===== src/mat_pkg.sv =====
// Package for the multi-turn angle tracker: constants, codes and the
// command and status structs shared by the controller and the datapath.
// Depends on nothing.
package mat_pkg;

  localparam int unsigned AngleW  = 12;
  localparam int unsigned RawW    = 16;
  localparam int unsigned DtW     = 24;
  localparam int unsigned TickW   = 32;
  localparam int unsigned DeltaW  = AngleW + 2;
  localparam int unsigned VelKW   = 27;
  localparam int unsigned DivBits = 38;
  localparam int unsigned CntW    = $clog2(DivBits);

  localparam logic [RawW-1:0]   AngleMax = 16'd4095;
  localparam logic [DtW-1:0]    DtMinUs  = 24'd1000;
  localparam logic [VelKW-1:0]  VelK     = 27'd100530965;
  localparam logic signed [DeltaW-1:0] HalfTurn = 14'sd2048;
  localparam logic signed [DeltaW-1:0] FullTurn = 14'sd4096;

  localparam logic CmdSample = 1'b0;
  localparam logic CmdClear  = 1'b1;

  typedef struct packed {
    logic load_in;
    logic calc_delta;
    logic update;
    logic mul;
    logic add_half;
    logic div_step;
    logic apply_sign;
    logic load_out;
  } mat_cmd_t;

  typedef struct packed {
    logic vel_needed;
    logic div_last;
  } mat_stat_t;

endpackage


===== src/mat_in_if.sv =====
// Request channel of the angle tracker: command, raw angle and interval.
// Depends on mat_pkg for the field widths.
interface mat_in_if;
  logic                         valid;
  logic                         ready;
  logic                         cmd;
  logic [mat_pkg::RawW-1:0]     raw_angle;
  logic [mat_pkg::DtW-1:0]      dt_us;

  modport source (output valid, output cmd, output raw_angle, output dt_us, input ready);
  modport sink   (input valid, input cmd, input raw_angle, input dt_us, output ready);
endinterface


===== src/mat_out_if.sv =====
// Result channel of the angle tracker: tick count, velocity and taken flag.
// Depends on mat_pkg for the field widths.
interface mat_out_if;
  logic                               valid;
  logic                               ready;
  logic signed [mat_pkg::TickW-1:0]   total_ticks;
  logic signed [mat_pkg::TickW-1:0]   velocity_q16;
  logic                               sample_taken;

  modport source (output valid, output total_ticks, output velocity_q16,
                  output sample_taken, input ready);
  modport sink   (input valid, input total_ticks, input velocity_q16,
                  input sample_taken, output ready);
endinterface


===== src/multiturn_angle_tracker_unit.sv =====
// A clear, a failed read, a priming sample or a short interval runs the four-step
// sequence (accept, delta, update, finish); with velocity, the multiply, add-half,
// 38-step bit-serial divider and sign steps come before finish. A new request
// is taken only after the last one leaves finish. A finished result waits in
// the output register while the next request is taken.
// Reset (rst_ni, asynchronous, active low) clears the count, velocity,
// previous angle, priming flag and invert register.
module multiturn_angle_tracker_unit (
  input  logic         clk_i,
  input  logic         rst_ni,
  mat_in_if.sink       sample_i,
  mat_out_if.source    result_o,
  input  logic         cfg_we_i,
  input  logic         cfg_wdata_i
);

  mat_pkg::mat_cmd_t  cmd;
  mat_pkg::mat_stat_t stat;

  mat_ctrl u_ctrl (
    .clk_i       (clk_i),
    .rst_ni      (rst_ni),
    .in_valid_i  (sample_i.valid),
    .in_ready_o  (sample_i.ready),
    .out_valid_o (result_o.valid),
    .out_ready_i (result_o.ready),
    .stat_i      (stat),
    .cmd_o       (cmd)
  );

  mat_dp u_dp (
    .clk_i           (clk_i),
    .rst_ni          (rst_ni),
    .cmd_i           (cmd),
    .stat_o          (stat),
    .cfg_we_i        (cfg_we_i),
    .cfg_wdata_i     (cfg_wdata_i),
    .req_cmd_i       (sample_i.cmd),
    .req_raw_angle_i (sample_i.raw_angle),
    .req_dt_us_i     (sample_i.dt_us),
    .total_ticks_o   (result_o.total_ticks),
    .velocity_q16_o  (result_o.velocity_q16),
    .sample_taken_o  (result_o.sample_taken)
  );

endmodule


===== src/mat_dp.sv =====
// Datapath of the angle tracker: angle state, delta, multiplier, bit-serial
// divider and the output register. Driven by commands from mat_ctrl.
// Depends on mat_pkg.
module mat_dp (
  input  logic                              clk_i,
  input  logic                              rst_ni,
  input  mat_pkg::mat_cmd_t                 cmd_i,
  output mat_pkg::mat_stat_t                stat_o,
  input  logic                              cfg_we_i,
  input  logic                              cfg_wdata_i,
  input  logic                              req_cmd_i,
  input  logic [mat_pkg::RawW-1:0]          req_raw_angle_i,
  input  logic [mat_pkg::DtW-1:0]           req_dt_us_i,
  output logic signed [mat_pkg::TickW-1:0]  total_ticks_o,
  output logic signed [mat_pkg::TickW-1:0]  velocity_q16_o,
  output logic                              sample_taken_o
);

  logic                                invert_q;
  logic                                cmd_q;
  logic [mat_pkg::RawW-1:0]            raw_q;
  logic [mat_pkg::DtW-1:0]             dt_q;
  logic [mat_pkg::AngleW-1:0]          prev_q;
  logic                                primed_q;
  logic [mat_pkg::TickW-1:0]           tick_q;
  logic [mat_pkg::TickW-1:0]           vel_q;
  logic                                taken_q;
  logic signed [mat_pkg::DeltaW-1:0]   delta_q;
  logic [mat_pkg::DivBits-1:0]         num_q;
  logic [mat_pkg::DtW-1:0]             rem_q;
  logic [mat_pkg::CntW-1:0]            cnt_q;
  logic signed [mat_pkg::TickW-1:0]    out_ticks_q;
  logic signed [mat_pkg::TickW-1:0]    out_vel_q;
  logic                                out_taken_q;

  logic                                raw_ok;
  logic signed [mat_pkg::DeltaW-1:0]   diff;
  logic signed [mat_pkg::DeltaW-1:0]   wrapped;
  logic signed [mat_pkg::DeltaW-1:0]   delta_d;
  logic [mat_pkg::DeltaW-1:0]          abs_delta;
  logic [mat_pkg::AngleW-1:0]          mag;
  logic [mat_pkg::DtW:0]               partial;
  logic [mat_pkg::DtW:0]               trial;
  logic                                fits;

  assign raw_ok = (raw_q <= mat_pkg::AngleMax);

  always_comb begin
    diff = $signed({{(mat_pkg::DeltaW-mat_pkg::AngleW){1'b0}}, raw_q[mat_pkg::AngleW-1:0]})
         - $signed({{(mat_pkg::DeltaW-mat_pkg::AngleW){1'b0}}, prev_q});
    if (diff > mat_pkg::HalfTurn) begin
      wrapped = diff - mat_pkg::FullTurn;
    end else if (diff < -mat_pkg::HalfTurn) begin
      wrapped = diff + mat_pkg::FullTurn;
    end else begin
      wrapped = diff;
    end
    delta_d = invert_q ? -wrapped : wrapped;
  end

  assign abs_delta = delta_q[mat_pkg::DeltaW-1] ? mat_pkg::DeltaW'(-delta_q)
                                                : mat_pkg::DeltaW'(delta_q);
  assign mag       = abs_delta[mat_pkg::AngleW-1:0];

  assign partial = {rem_q, num_q[mat_pkg::DivBits-1]};
  assign fits    = (partial >= {1'b0, dt_q});
  assign trial   = partial - {1'b0, dt_q};

  assign stat_o.vel_needed = (cmd_q == mat_pkg::CmdSample) && raw_ok && primed_q &&
                             (dt_q > mat_pkg::DtMinUs);
  assign stat_o.div_last   = (cnt_q == mat_pkg::CntW'(mat_pkg::DivBits - 1));

  always_ff @(posedge clk_i or negedge rst_ni) begin
    if (!rst_ni) begin
      invert_q <= 1'b0;
      prev_q   <= '0;
      primed_q <= 1'b0;
      tick_q   <= '0;
      vel_q    <= '0;
      cnt_q    <= '0;
    end else begin
      if (cfg_we_i) begin
        invert_q <= cfg_wdata_i;
      end
      if (cmd_i.update) begin
        if (cmd_q == mat_pkg::CmdClear) begin
          tick_q <= '0;
        end else if (raw_ok) begin
          prev_q <= raw_q[mat_pkg::AngleW-1:0];
          if (!primed_q) begin
            primed_q <= 1'b1;
          end else begin
            tick_q <= tick_q + {{(mat_pkg::TickW-mat_pkg::DeltaW){delta_q[mat_pkg::DeltaW-1]}},
                                delta_q};
          end
        end
      end
      if (cmd_i.add_half) begin
        cnt_q <= '0;
      end else if (cmd_i.div_step) begin
        cnt_q <= cnt_q + 1'b1;
      end
      if (cmd_i.apply_sign) begin
        vel_q <= delta_q[mat_pkg::DeltaW-1] ? 32'(-num_q[mat_pkg::TickW-1:0])
                                            : num_q[mat_pkg::TickW-1:0];
      end
    end
  end

  always_ff @(posedge clk_i) begin
    if (cmd_i.load_in) begin
      cmd_q <= req_cmd_i;
      raw_q <= req_raw_angle_i;
      dt_q  <= req_dt_us_i;
    end
    if (cmd_i.calc_delta) begin
      delta_q <= delta_d;
    end
    if (cmd_i.update) begin
      taken_q <= (cmd_q == mat_pkg::CmdSample) && raw_ok;
    end
    if (cmd_i.mul) begin
      num_q <= mat_pkg::DivBits'(mag) * mat_pkg::DivBits'(mat_pkg::VelK);
    end else if (cmd_i.add_half) begin
      num_q <= num_q + mat_pkg::DivBits'(dt_q[mat_pkg::DtW-1:1]);
      rem_q <= '0;
    end else if (cmd_i.div_step) begin
      num_q <= {num_q[mat_pkg::DivBits-2:0], fits};
      rem_q <= fits ? trial[mat_pkg::DtW-1:0] : partial[mat_pkg::DtW-1:0];
    end
    if (cmd_i.load_out) begin
      out_ticks_q <= $signed(tick_q);
      out_vel_q   <= $signed(vel_q);
      out_taken_q <= taken_q;
    end
  end

  assign total_ticks_o  = out_ticks_q;
  assign velocity_q16_o = out_vel_q;
  assign sample_taken_o = out_taken_q;

endmodule


===== src/mat_ctrl.sv =====
// Controller of the angle tracker: sequences one request through the
// datapath and owns the handshake state. Depends on mat_pkg.
module mat_ctrl (
  input  logic                clk_i,
  input  logic                rst_ni,
  input  logic                in_valid_i,
  output logic                in_ready_o,
  output logic                out_valid_o,
  input  logic                out_ready_i,
  input  mat_pkg::mat_stat_t  stat_i,
  output mat_pkg::mat_cmd_t   cmd_o
);

  localparam logic [2:0] S_IDLE   = 3'd0;
  localparam logic [2:0] S_DELTA  = 3'd1;
  localparam logic [2:0] S_UPDATE = 3'd2;
  localparam logic [2:0] S_MUL    = 3'd3;
  localparam logic [2:0] S_ADDH   = 3'd4;
  localparam logic [2:0] S_DIV    = 3'd5;
  localparam logic [2:0] S_SIGN   = 3'd6;
  localparam logic [2:0] S_FINISH = 3'd7;

  logic [2:0] state_q;
  logic [2:0] state_d;
  logic       out_valid_q;
  logic       slot_free;

  assign slot_free = !out_valid_q || out_ready_i;

  always_comb begin
    state_d = state_q;
    case (state_q)
      S_IDLE:   if (in_valid_i) state_d = S_DELTA;
      S_DELTA:  state_d = S_UPDATE;
      S_UPDATE: state_d = stat_i.vel_needed ? S_MUL : S_FINISH;
      S_MUL:    state_d = S_ADDH;
      S_ADDH:   state_d = S_DIV;
      S_DIV:    if (stat_i.div_last) state_d = S_SIGN;
      S_SIGN:   state_d = S_FINISH;
      S_FINISH: if (slot_free) state_d = S_IDLE;
      default:  state_d = S_IDLE;
    endcase
  end

  always_comb begin
    cmd_o            = '0;
    cmd_o.load_in    = (state_q == S_IDLE) && in_valid_i;
    cmd_o.calc_delta = (state_q == S_DELTA);
    cmd_o.update     = (state_q == S_UPDATE);
    cmd_o.mul        = (state_q == S_MUL);
    cmd_o.add_half   = (state_q == S_ADDH);
    cmd_o.div_step   = (state_q == S_DIV);
    cmd_o.apply_sign = (state_q == S_SIGN);
    cmd_o.load_out   = (state_q == S_FINISH) && slot_free;
  end

  always_ff @(posedge clk_i or negedge rst_ni) begin
    if (!rst_ni) begin
      state_q     <= S_IDLE;
      out_valid_q <= 1'b0;
    end else begin
      state_q <= state_d;
      if (cmd_o.load_out) begin
        out_valid_q <= 1'b1;
      end else if (out_ready_i) begin
        out_valid_q <= 1'b0;
      end
    end
  end

  assign in_ready_o  = (state_q == S_IDLE);
  assign out_valid_o = out_valid_q;

  a_accept_starts: assert property (@(posedge clk_i) disable iff (!rst_ni)
    (in_valid_i && in_ready_o) |=> (state_q == S_DELTA))
    else $error("accepted request did not start the delta step");

  a_div_holds: assert property (@(posedge clk_i) disable iff (!rst_ni)
    (state_q == S_DIV && !stat_i.div_last) |=> (state_q == S_DIV))
    else $error("divider left before its last step");

  a_no_overwrite: assert property (@(posedge clk_i) disable iff (!rst_ni)
    (out_valid_q && !out_ready_i) |=> (out_valid_q && !$past(cmd_o.load_out)))
    else $error("pending result was overwritten");

  a_result_from_finish: assert property (@(posedge clk_i) disable iff (!rst_ni)
    $rose(out_valid_q) |-> ($past(state_q) == S_FINISH))
    else $error("result raised outside the finish step");

endmodule

===== src/flat_wrapper.sv =====
// flat-port wrapper written by rule: the top's interface ports become plain ports
module multiturn_angle_tracker_unit_flat 
  (clk_i, rst_ni, cfg_we_i, cfg_wdata_i, sample_i_valid, sample_i_cmd, sample_i_raw_angle, sample_i_dt_us, sample_i_ready, result_o_valid, result_o_total_ticks, result_o_velocity_q16, result_o_sample_taken, result_o_ready);
  mat_in_if sample_i_i ();
  mat_out_if result_o_i ();
  input  logic clk_i;
  input  logic rst_ni;
  input  logic cfg_we_i;
  input  logic cfg_wdata_i;
  input wire logic [$bits(sample_i_i.valid)-1:0] sample_i_valid;
  input wire logic [$bits(sample_i_i.cmd)-1:0] sample_i_cmd;
  input wire logic [$bits(sample_i_i.raw_angle)-1:0] sample_i_raw_angle;
  input wire logic [$bits(sample_i_i.dt_us)-1:0] sample_i_dt_us;
  output wire logic [$bits(sample_i_i.ready)-1:0] sample_i_ready;
  output wire logic [$bits(result_o_i.valid)-1:0] result_o_valid;
  output wire logic [$bits(result_o_i.total_ticks)-1:0] result_o_total_ticks;
  output wire logic [$bits(result_o_i.velocity_q16)-1:0] result_o_velocity_q16;
  output wire logic [$bits(result_o_i.sample_taken)-1:0] result_o_sample_taken;
  input wire logic [$bits(result_o_i.ready)-1:0] result_o_ready;
  assign sample_i_i.valid = sample_i_valid;
  assign sample_i_i.cmd = sample_i_cmd;
  assign sample_i_i.raw_angle = sample_i_raw_angle;
  assign sample_i_i.dt_us = sample_i_dt_us;
  assign sample_i_ready = sample_i_i.ready;
  assign result_o_valid = result_o_i.valid;
  assign result_o_total_ticks = result_o_i.total_ticks;
  assign result_o_velocity_q16 = result_o_i.velocity_q16;
  assign result_o_sample_taken = result_o_i.sample_taken;
  assign result_o_i.ready = result_o_ready;
  multiturn_angle_tracker_unit u_core (.clk_i(clk_i), .rst_ni(rst_ni), .sample_i(sample_i_i), .result_o(result_o_i), .cfg_we_i(cfg_we_i), .cfg_wdata_i(cfg_wdata_i));
endmodule

===== config.mk =====
export PLATFORM = sky130hd
export DESIGN_NAME = multiturn_angle_tracker_unit_flat
export DESIGN_NICKNAME = d
export VERILOG_FILES = /design/src/mat_pkg.sv /design/src/mat_in_if.sv /design/src/mat_out_if.sv /design/src/multiturn_angle_tracker_unit.sv /design/src/mat_dp.sv /design/src/mat_ctrl.sv /design/src/flat_wrapper.sv
export SDC_FILE = /design/constraint.sdc
export NUM_CORES = 1
export LEC_CHECK = 0
export ABC_AREA = 1
export BUFFER_PORTS_ARGS = -buffer_cell sky130_fd_sc_hd__buf_2
export CAP_MARGIN = 20
export CORE_UTILIZATION = 46
export CTS_BUF_LIST = sky130_fd_sc_hd__clkbuf_16
export DETAILED_ROUTE_END_ITERATION = 8
export PLACE_DENSITY = 0.65
export SLEW_MARGIN = 10
export SYNTH_ARGS = -nofsm -noshare
export SYNTH_HDL_FRONTEND = slang
export SYNTH_SLANG_ARGS = --single-unit

===== constraint.sdc =====
create_clock -name clk_i -period 5.9 [get_ports clk_i]
set_input_delay 1.18 -clock clk_i [delete_from_list [all_inputs] [get_ports clk_i]]
set_output_delay 1.18 -clock clk_i [all_outputs]
set_load 0.05 [all_outputs]

==> flow_results.org, run 1 <==
** Outcome
- The flow ran to the end, and the final reports show no timing, DRC or antenna violations.

** CTS
- CTS buffer count :: 31
- The root buffer cell chosen for the clock tree is sky130_fd_sc_hd__clkbuf_16.
- Worst-skew pair later-pin latency :: between 0.6 and 0.7 ns
- Total number of H-tree levels :: 1
- No sink is reached through more buffers than the 3 on the longest clock path.
- CTS tree :: yes
- CTS clock-pin slew for the worst setup and hold paths :: about 0.07 ns
- For this design, the sink count on the clock tree is around 270.

** Placement
- The congestion estimate from routability-driven global placement came to between 1 and 1.5.
- Detailed placement ended at an HPWL of 56100 um.
- In this run the cell area measured after placement is roughly 25000 sq um.
- Timing analysis after detailed placement gives a worst setup slack of -0.269 ns.
- Count of input and output buffers :: 113

** Timing
- After layout, the worst path uses between 90% and 100% of the clock period.
- Endpoints failing setup :: 0
- The worst pin sits at a relative slew slack of a little under half.
- Worst hold slack across all endpoints :: between 0.4 and 0.5 ns
- Final Max Tran Viols :: 0
- Final critical delay including setup and external delays :: approximately 5.9 ns
- For the pin with the worst max-slew slack, the measured transition is a little over 0.8 ns.
- The number of hold violations in the final report was 0.
- Unrepaired setup endpoints after global routing :: true
- For this run, the top clock speed supported by timing is 170 MHz.
- The worst path meets setup with roughly 0.0067 ns of slack.
- Worst clock skew on the final layout :: about 0.03 ns

** Global routing
- The number of antenna violations at the first check in global routing was 2.
- Largest net degree at the start of global routing :: 71
- Via count of the first global-routing pass :: approximately 20000
- Grt ovf :: 0
- For this run, the total global-route usage over all layers was measured as between 20% and 30%.
- The first global-routing pass estimated around 110000 um of wire.

** Setup path
- Startpoint of the worst-slack reg-to-reg timing path :: u_core.u_dp.delta_q[1]
- Among all stages on the critical path, the largest delay is contributed by sky130_fd_sc_hd__fa_2.
- Highest cell delay on the worst timing path :: 0.68 ns
- Data arrives at the worst endpoint at 6.23 ns.
- Worst Path Buf+Inv :: 8
- STA classifies the critical path startpoint as a register.
- The critical path is of the register to register type.
- Critical Path Start :: u_core.u_dp.delta_q[1]
- Crit path required time :: 6.24 ns
- Critical Path End Type :: register
- Highest fanout seen on the critical path :: 5
- Cell family with the largest share of critical-path delay :: adder cells

** Finish
- The final layout contains 3438 nets.
- Fill cells in the final layout number 4699.
- Area grow syn2layout :: 17.4%
- Registers take just under 8000 sq um.
- Post-Route Utilization :: a little over half
- With fillers left out, the area of the finished cells amounts to approximately 27000 sq um.
- Area of combinational cells with multiple inputs :: about 14000 sq um
- Cells with a size suffix above 1 make up between 10% and 20% of the layout.

** Detailed routing
- Total via count in the routed design :: 20254
- For this run, the detailed router's first-pass iteration total came to 5.
- Total wire length :: approximately 70000 um
- Residual DRC :: 0
- Initial DRC Count :: 1550
- Dividing the detail-routed via count by the number of cells gives around 5.4.
- Count of nets left with antenna violations after detail routing :: 0
- In the final routed layout, each cell accounts on average for roughly 18 um.

** Yosys
- Synthesized net count :: 3188
- The number of different library cells used by synthesis comes to 59.
- Each instance of the synthesized netlist takes up on average 8.07 sq um.
- The cell area that synthesis handed to floorplanning was 22900 sq um.
- Synthesized flop and latch total :: ~270
- Summing the sequential cell areas from Yosys gives between 30 and 40% of the chip area.
- The Yosys step of the flow raised 0 warnings.
- Instance count of the mapped netlist :: roughly 2800

** Die
- In this run the core area contains 81 standard-cell rows.
- The floorplan step defined a core boundary enclosing between 40000 and 50000 sq um.
- For this configuration, the core starts out at a cell density of roughly 47%.
- Die width :: around 230 um
- In this run the count of I/O pins placed on the die edge is between 100 and 150.
- Total die area :: between 50000 and 60000 sq um
- The floorplan step set the die height to between 200 and 250 um.

** Flow run
- Max-cap violations in this run came to 0.

** Min path
- Path type of the worst min-delay path :: register to register
- Launch instance of the worst min-delay path :: u_core.u_dp.vel_q[7]
## cells in the mapped netlist, drive strengths merged
cell | n | area (sq um)
o2bb2ai | 1 | 8.76
nor3 | 38 | 205
or2 | 8 | 50.1
xnor2 | 28 | 253
and2 | 1 | 6.26
o2111ai | 1 | 8.76
o22ai | 5 | 31.3
nor2 | 255 | 985
xor2 | 67 | 587
edfxtp | 183 | 5500
dfrtp | 88 | 2200
clkinv | 1 | 5.00
a32o | 1 | 10.0
nand4 | 27 | 175
and3 | 3 | 18.8
o211ai | 10 | 80.1
o21a | 8 | 60.1
buf | 16 | 126
nor4 | 14 | 87.6
inv | 463 | 1740
o311ai | 2 | 17.5
o221ai | 2 | 17.5
o21ai | 226 | 1160
o31ai | 11 | 82.6
a21oi | 213 | 1150
o21bai | 15 | 116
fa | 114 | 2280
mux2i | 1 | 10.0
nand2 | 612 | 2310
a21o | 14 | 105
clkbuf | 27 | 101
a22oi | 2 | 15.0
a21boi | 6 | 48.8
a22o | 2 | 17.5
ha | 190 | 2380
a31oi | 10 | 62.6
nand3b | 12 | 90.1
nand3 | 160 | 806
## state kept, by name, summed over array words and instances, names as in the netlist, 14 cells and up
name and flops:
u_core.u_dp.delta_q 14, u_core.u_dp.velocity_q16_o 32, u_core.u_dp.dt_q 24, u_core.u_dp.rem_q 24
u_core.u_dp.num_q 38, u_core.u_dp.tick_q 32, u_core.u_dp.total_ticks_o 32, u_core.u_dp.vel_q 32
u_core.u_dp.raw_q 16
## final cells by class
cell class / instances / area share, %
multi-input cells: 2059 / 51.7
well taps: 664 / 3.09
flip-flops and latches: 271 / 28.6
clock buffers: 31 / 2.89
clock inverters: 27 / 0.800
inverters: 464 / 6.50
diodes: 3 / 0.0279
repair buffers: 260 / 6.37
## path summary, 6_finish.rpt
path	to	slack [ns]	cells after the start
setup / recovery	u_core.u_dp.num_q[37]	0.007	27
hold / removal	u_core.u_dp.velocity_q16_o[7]	0.44	0
setup reg to reg	u_core.u_dp.num_q[37]	0.007	27
hold reg to reg	u_core.u_dp.velocity_q16_o[7]	0.44	0
max in group asynchronous	u_core.u_dp.vel_q[25]	4.24	2
min in group asynchronous	u_core.u_ctrl.state_q[0]	0.59	1
## metal layers
layer / part of all wire (%) / global-route usage [%] / vias to the layer above
met5: 0.019 / 0 / -
met4: 2.5 / 6.82 / 2
li1: - / - / 9881
met1: 46 / 38.4 / 9718
met3: 6.3 / 4.63 / 105
met2: 45 / 44.6 / 548
## through the flow
step           instances  TNS [ns]
2_1_floorplan       2837         0
3_3_place_gp        3696     -1.02
3_5_place_dp        3696     -2.20
4_1_cts             3761  -0.00272
5_1_grt             3776     -3.60
6_report            3779         0
## placed cells by master (no fill, tap or decap), types with 16 or more instances in the layout
master and count:
sky130_fd_sc_hd__nand4_1 26, sky130_fd_sc_hd__ha_1 177, sky130_fd_sc_hd__fa_1 109, sky130_fd_sc_hd__nor2_1 222, sky130_fd_sc_hd__inv_1 444, sky130_fd_sc_hd__nor3_1 30, sky130_fd_sc_hd__a21oi_2 32, sky130_fd_sc_hd__nor2_2 20
sky130_fd_sc_hd__a21oi_1 179, sky130_fd_sc_hd__o21ai_0 160, sky130_fd_sc_hd__xor2_1 63, sky130_fd_sc_hd__o21ai_1 52, sky130_fd_sc_hd__dfrtp_1 88, sky130_fd_sc_hd__xnor2_1 26, sky130_fd_sc_hd__edfxtp_1 183, sky130_fd_sc_hd__clkbuf_16 31
sky130_fd_sc_hd__buf_2 112, sky130_fd_sc_hd__inv_2 21, sky130_fd_sc_hd__nand3_1 155, sky130_fd_sc_hd__nand2_2 16, sky130_fd_sc_hd__nand2_1 588, sky130_fd_sc_hd__buf_4 144
## kinds of logic after synthesis
logic type	after synthesis	share of synthesized area, %
compound gates	529	13.0
simple gates	1130	20.7
buf+inv	507	8.61
mux	1	0.0437
flops	271	33.6
xor+xnor	95	3.67
fa+ha+maj	304	20.3
## what timing repair did
| item | CTS | global route |
|---|---|---|
| endpoints found under the setup margin | 18 | 23 |
| hold buffers | 0 | 0 |
| pin swaps | 24 | 25 |
| setup buffers | 7 | 14 |
| resized for setup | 29 | 105 |
Power of run 1 is left out: the tool's default activity adds up to more than one toggle a clock period on the data nets, which glitch-free logic cannot reach.
==> run 2: changes to the inputs <==
Settings changed: CTS_BUF_LIST sky130_fd_sc_hd__clkbuf_16 to unset, PLACE_DENSITY 0.65 to 0.76.
==> run 2 against run 1 <==
Worst setup slack better by 0.024 ns. Final cell count about the same. Utilization rose by 1.2 points. Clock skew is 0.014 ns lower.
==> flow_results.org, run 2 (synthesis gave the netlist of run 1 again) <==
** Detailed routing
- For this run, design rule violations remaining after detail routing come to 0.
- Count of nets left with antenna violations after detail routing :: 0
- After detailed routing, the total wire length is approximately 67000 um.
- After detailed routing, the number of vias per cell comes to between 5 and 6.
- The final route contains approximately 20000 vias.
- Detailed-route wire length per cell :: ~18 um
- Drt first pass iters :: 5
- For this block, the initial DRC count from the detailed router was 1410.

** Timing
- Worst-margin pin slew :: ~0.94 ns
- Worst hold slack across all endpoints :: between 0.4 and 0.5 ns
- Worst clock skew on the final layout :: about 0.017 ns
- Measured against its own limit, the worst slew margin works out to ~37%.
- Max Freq :: 170 MHz
- Final critical delay including setup and external delays :: roughly 5.9 ns
- Final Max Tran Viols :: 0
- Final cycle utilization of the critical path :: 99.5%
- Setup violations remaining at the end of the flow were counted as 0.
- Final count of hold timing violations :: 0
- Unrepaired setup endpoints after global routing :: true

** Global routing
- Entering global routing, the biggest net connects 55 pins.
- Global routing used approximately a quarter of the available tracks.
- The number of antenna violations at the first check in global routing was 3.
- Global routing finished with a remaining overflow of 0.
- The first global-routing pass estimated about 100000 um of wire.
- Via count of the first global-routing pass :: about 20000

** Setup path
- STA puts the critical path data required time at about 6.3 ns.
- Data on the critical path arrives at its endpoint at 6.22 ns.
- Most frequent cell on the critical path :: sky130_fd_sc_hd__fa_1
- Cell family with the largest share of critical-path delay :: adder cells
- The number of buffers and inverters on the critical path is 11.
- By startpoint and endpoint, the worst setup path is classified as register to register.
- Of all nets on the critical path, the largest fanout is 5.
- Type of element launching the critical path :: register
- STA classifies the critical path endpoint as a register.
- The largest single stage delay on the critical path is around 0.67 ns.
- CP max-delay cell :: sky130_fd_sc_hd__fa_2

** Die
- The floorplan step defined a die boundary enclosing about 51000 sq um.
- The initialized floorplan defines 81 standard-cell rows.
- The region available for standard cell placement spans 49100 sq um.
- In this run the count of I/O pins placed on the die edge is 114.
- Once the floorplan was initialized, standard cells occupied a little under half of the core.
- From bottom edge to top edge, the die measures 225 um.
- The die is around 230 um wide.

** Placement
- Final weighted congestion in routability-driven placement :: ~1
- Total placed cells including tap cells :: ~3700
- Count of input and output buffers :: about 110
- Sum of net half-perimeters after detailed placement :: approximately 54000 um

** CTS
- Total number of H-tree levels :: 1
- The cell sitting at the root of the clock tree is a sky130_fd_sc_hd__clkbuf_16.
- Clock-pin slew was measured on the worst setup and hold paths at 0.07 ns.
- Total of hold buffers inserted after clock tree synthesis :: 0
- Counting along the longest clock path gives a buffer depth of 3.
- Worst-skew pair later-pin latency :: 0.61 ns
- CTS buffer count :: 31
- TritonCTS built the clock tree.
- Number of clock sinks seen by CTS :: between 200 and 300

** Flow run
- Max Cap Violations :: 0

** Finish
- Flip-flop count of the largest register, all copies and words added :: 38
- The top cell types in the final layout, fill and taps aside, are sky130_fd_sc_hd__nand2_1, sky130_fd_sc_hd__inv_1, sky130_fd_sc_hd__nor2_1.
- Fill cells :: between 4000 and 5000
- In the final design database the tool counted 3439 nets.
- Final cell count without fillers :: between 3000 and 4000
- In the final layout, the multi-input gates occupy 14300 sq um.
- Most flop-heavy register :: u_core.u_dp.num_q
- 0 antenna diodes ended up in the layout.
- Layout cells sized above 1 :: a little under a fifth
- Register area :: 7700 sq um
- Leaving out fill and tap cells, the most frequent cell in the layout is sky130_fd_sc_hd__nand2_1.
- From synthesis to final layout, the design area changed by 19.9%.

** Outcome
- The run finished with clean final reports.

** Min path
- The min-delay analysis places its worst path in the category register to register.
-- run 2: changes by cell type in the layout (fill, tap and decap cells not counted), sizes merged --
cell,before,now
diode,3,0
clkinvlp,3,8
inv,468,470
buf,260,261
clkinv,17,4
bufinv,3,7
clkbuf,31,33
-- run 2: final cells by class --
class	count	share of cell area [%]
Clock buffer	33	2.89
Clock inverter	25	1.35
Inverter	464	6.41
Multi-Input combinational cell	2059	52.1
Sequential cell	271	28.0
Tap cell	664	3.03
Timing Repair Buffer	261	6.21
-- run 2: worst reg2reg max path, delay by kind of cell (launching register included) --
| family | cells | cell delay (ns) |
|---|---|---|
| XOR/XNOR | 1 | 0.21 |
| AND/OR/NAND/NOR | 7 | 0.73 |
| AO/OA/AOI/OAI | 4 | 0.35 |
| buffers and inverters | 11 | 0.82 |
| adder cells (fa/ha/maj) | 7 | 3.09 |
| flip-flops | 1 | 0.40 |
-- run 2: layer usage --
layer  vias up  part of all wire, %  track usage (%)
met5         -                0.019                0
met4         2                  4.7             12.3
met3       155                  8.9             6.45
met2       676                   45             41.6
met1      9515                   42             34.8
li1       9887                    -                -
-- run 2: worst paths after layout --
path / startpoint / to / slack (ns) / cells after the start
hold / removal: u_core.u_dp.vel_q[31] / u_core.u_dp.velocity_q16_o[31] / 0.45 / 0
hold reg to reg: u_core.u_dp.vel_q[31] / u_core.u_dp.velocity_q16_o[31] / 0.45 / 0
max in group asynchronous: rst_ni / u_core.u_dp.vel_q[29] / 4.22 / 2
setup reg to reg: u_core.u_dp.delta_q[1] / u_core.u_dp.num_q[27] / 0.03 / 30
setup / recovery: u_core.u_dp.delta_q[1] / u_core.u_dp.num_q[27] / 0.03 / 30
min in group asynchronous: rst_ni / u_core.u_dp.tick_q[13] / 0.56 / 1
-- run 2: through the flow --
step	setup WS, ns	instance area (sq um)	util (%)	TNS (ns)
3_3_place_gp	-0.0931	25200	51.3	-0.170
4_1_cts	-0.00595	26600	54.1	-0.00595
3_5_place_dp	-0.274	25200	51.3	-2.58
6_report	0.0310	27500	56.0	0
5_1_grt	-0.189	27500	56.0	-2.06
2_1_floorplan	0.00320	23100	-	0
-- run 2: repair_timing --
action / 4_1_cts / 5_1_grt
resized for setup: 43 / 197
setup buffers: 8 / 22
pin swaps: 27 / 91
cloned: 0 / 0
setup endpoints to repair: 19 / 25
Power of run 2 is left out for the same reason.
==> run 3: changes to the inputs <==
Settings changed: PLACE_DENSITY 0.76 to unset, PLACE_DENSITY_LB_ADDON set to 0.05.
==> run 3 against run 2 <==
The flow now finishes with violations (setup timing). First-iteration DRC count is 8.2% higher. Die area did not move. Global-route usage up 2.4 points. Flip-flop and latch count unchanged. Routed wire length up 8.7%.
==> flow_results.org, run 3 (synthesis gave the netlist of run 1 again) <==
** Global routing
- The number of global-route vias before repair was around 20000.
- The number of antenna violations at the first check in global routing came to 4.
- The first global-routing pass estimated ~110000 um of wire.
- Global routing used about 29% of the available tracks across all layers.
- Entering global routing, the biggest net connects 66 pins.
- Summed over all layers, the global routing overflow is 0.

** Timing
- For the pin with the worst max-slew slack, the measured transition is between 0.8 and 0.9 ns.
- The clock arrives with ~0.015 ns of skew.
- Endpoints failing setup :: 4
- Final cycle utilization of the critical path :: 100%
- Max-Slew Margin vs Limit :: between 40% and 50%
- Max Freq :: 169 MHz
- Setup repair after global routing could not meet its margin everywhere.
- Setup slack on the critical path of the routed design comes to -0.0203 ns.
- Final Max Tran Viols :: 0
- The number of hold violations in the final report is 0.
- Counting I/O delays and the setup requirement, the final critical path takes approximately 5.9 ns.

** CTS
- The clock reaches the later pin of the worst-skew pair after ~0.61 ns.
- Clk root buf :: sky130_fd_sc_hd__clkbuf_16
- Max clock buf depth :: 3
- CTS buffer count :: 31
- CTS tree :: yes
- CTS clock-pin slew for the worst setup and hold paths :: roughly 0.07 ns
- Total number of H-tree levels :: 1
- Total of hold buffers inserted after clock tree synthesis :: 0
- CTS saw around 270 sinks.

** Finish
- Flip-flop count of the largest register, all copies and words added :: 38
- Leading cell types in the layout, fill and taps excluded :: sky130_fd_sc_hd__nand2_1, sky130_fd_sc_hd__inv_1, sky130_fd_sc_hd__nor2_1
- The area growth from synthesis to layout is 19.1%.
- Layout cells sized above 1 :: between 10% and 20%
- The sequential cells in the finished layout cover a total of between 7000 and 8000 sq um.
- The finished cells cover roughly 27000 sq um.
- Most flop-heavy register :: u_core.u_dp.num_q
- After filler insertion, the fill cell instance count of the layout stands at 4672.
- In the final design database the tool counted between 3000 and 4000 nets.
- The number of antenna diodes in the final layout is 0.
- Area of combinational cells with multiple inputs :: approximately 14000 sq um
- The count of cells in the finished layout, fillers not included, comes to between 3000 and 4000.
- Leaving out fill and tap cells, the most frequent cell in the layout is sky130_fd_sc_hd__nand2_1.

** Setup path
- Type of element launching the critical path :: register
- CP max-delay cell :: sky130_fd_sc_hd__fa_2
- Counting both buffers and inverters, the worst setup path holds a total of 9.
- Crit path required time :: about 6.3 ns
- Cell family with the largest share of critical-path delay :: adder cells
- Of all nets on the critical path, the largest fanout is 5.
- Critical path data arrival time :: 6.29 ns
- Setup CP Type :: register to register
- Counting stages on the worst path, the most repeated cell is sky130_fd_sc_hd__inv_2.
- For this run, the slowest stage of the critical path takes roughly 0.67 ns.
- STA classifies the critical path endpoint as a register.

** Placement
- Sum of net half-perimeters after detailed placement :: 59400 um
- After detailed placement, the total cell area comes to about 25000 sq um.
- Count of input and output buffers :: approximately 110
- Counting tap cells, the placed design contains a total of 3711 instances.
- Final weighted congestion in routability-driven placement :: between 0.9 and 1

** Detailed routing
- Amount of wire on met3 after detailed routing :: about 5600 um
- In this run, the number of DRC markers left after iteration 0 of detailed routing was ~1500.
- Dividing the detail-routed via count by the number of cells gives between 5 and 6.
- Residual DRC :: 0
- Routed metal-1 wire length :: 34400 um
- After detailed routing, the total wire length is 72700 um.
- The first TritonRoute pass finished after 6 iterations.
- Detailed-route wire length per cell :: between 15 and 20 um
- The count of nets left with antenna violations once routing finished came out at 0.
- The routed design uses around 31000 um of met2 wire.
- Total via count in the routed design :: 20275
- Signal routing reaches up to met5.

** Min path
- In this run the worst hold path is classified as register to register.

** Die
- Die width :: 225 um
- Once the floorplan was initialized, standard cells occupied 46.7% of the core.
- Core area :: about 50000 sq um
- In this run the vertical extent of the chip is ~230 um.
- During I/O placement, the number of pins put on the boundary was roughly 110.
- The die covers ~51000 sq um.
- Std-Cell Rows :: 81

** Outcome
- The flow ran to the end, but the final reports show violations.
- The final reports fail on setup timing.

** Flow run
- Max Cap Violations :: 0
-- run 3: cell types whose count changed in the layout (fill, tap and decap cells not counted), sizes merged --
cell and delta:
clkinvlp -3, buf +12, clkbuf +4, inv -5, clkinv +7, bufinv -3
-- run 3: worst reg2reg max path: cells and delay by family, from the launching register on --
kind,cells,cell delay (ns)
AOI/OAI and AO/OA,3,0.42
xor gates and xnor gates,1,0.20
adders and majority gates,7,3.20
buffers and inverters,9,0.56
DFF,1,0.40
and+or+nand+nor,8,0.89
-- run 3: per-layer routing --
metal / vias up / track usage [%]
li1: 9913 / -
met1: 9701 / 42.4
met2: 572 / 44.1
met3: 87 / 6.30
met4: 2 / 5.73
met5: - / 0
-- run 3: cell type report --
class / count / area share, %
clock inverter: 21 / 0.876
multi-input combinational: 2059 / 51.8
tap: 664 / 3.05
sequential: 271 / 28.2
timing repair buffer: 273 / 6.68
clock buffer: 37 / 2.96
inverter: 464 / 6.42
-- run 3: path summary, 6_finish.rpt --
check / start / end / slack [ns] / cells after the start
max reg2reg: u_core.u_dp.delta_q[0] / u_core.u_dp.num_q[28] / -0.02 / 28
min in group asynchronous: rst_ni / u_core.u_dp.prev_q[8] / 0.55 / 1
min: u_core.u_dp.vel_q[7] / u_core.u_dp.velocity_q16_o[7] / 0.45 / 0
max in group asynchronous: rst_ni / u_core.u_dp.vel_q[20] / 4.24 / 2
min reg2reg: u_core.u_dp.vel_q[7] / u_core.u_dp.velocity_q16_o[7] / 0.45 / 0
max: u_core.u_dp.delta_q[0] / u_core.u_dp.num_q[28] / -0.02 / 28
-- run 3: stage by stage --
stage                     setup TNS, ns  hold WS, ns  util (%)  worst slack (ns)
after floorplan                       0        0.400         -           0.00320
after global placement            -1.64        0.424      51.7            -0.160
after detailed placement          -3.06        0.432      51.7            -0.238
after CTS                        -0.121        0.447      54.2           -0.0426
after global routing              -3.99        0.454      55.6            -0.327
final                           -0.0430        0.449      55.6           -0.0203
-- run 3: timing repair --
action / in CTS / in global routing
resized for setup: 58 / 145
setup buffers: 5 / 13
pin swaps: 24 / 55
cloned: 0 / 0
endpoints found under the hold margin: 0 / 0
endpoints found under the setup margin: 20 / 23
Power of run 3 is left out for the same reason.
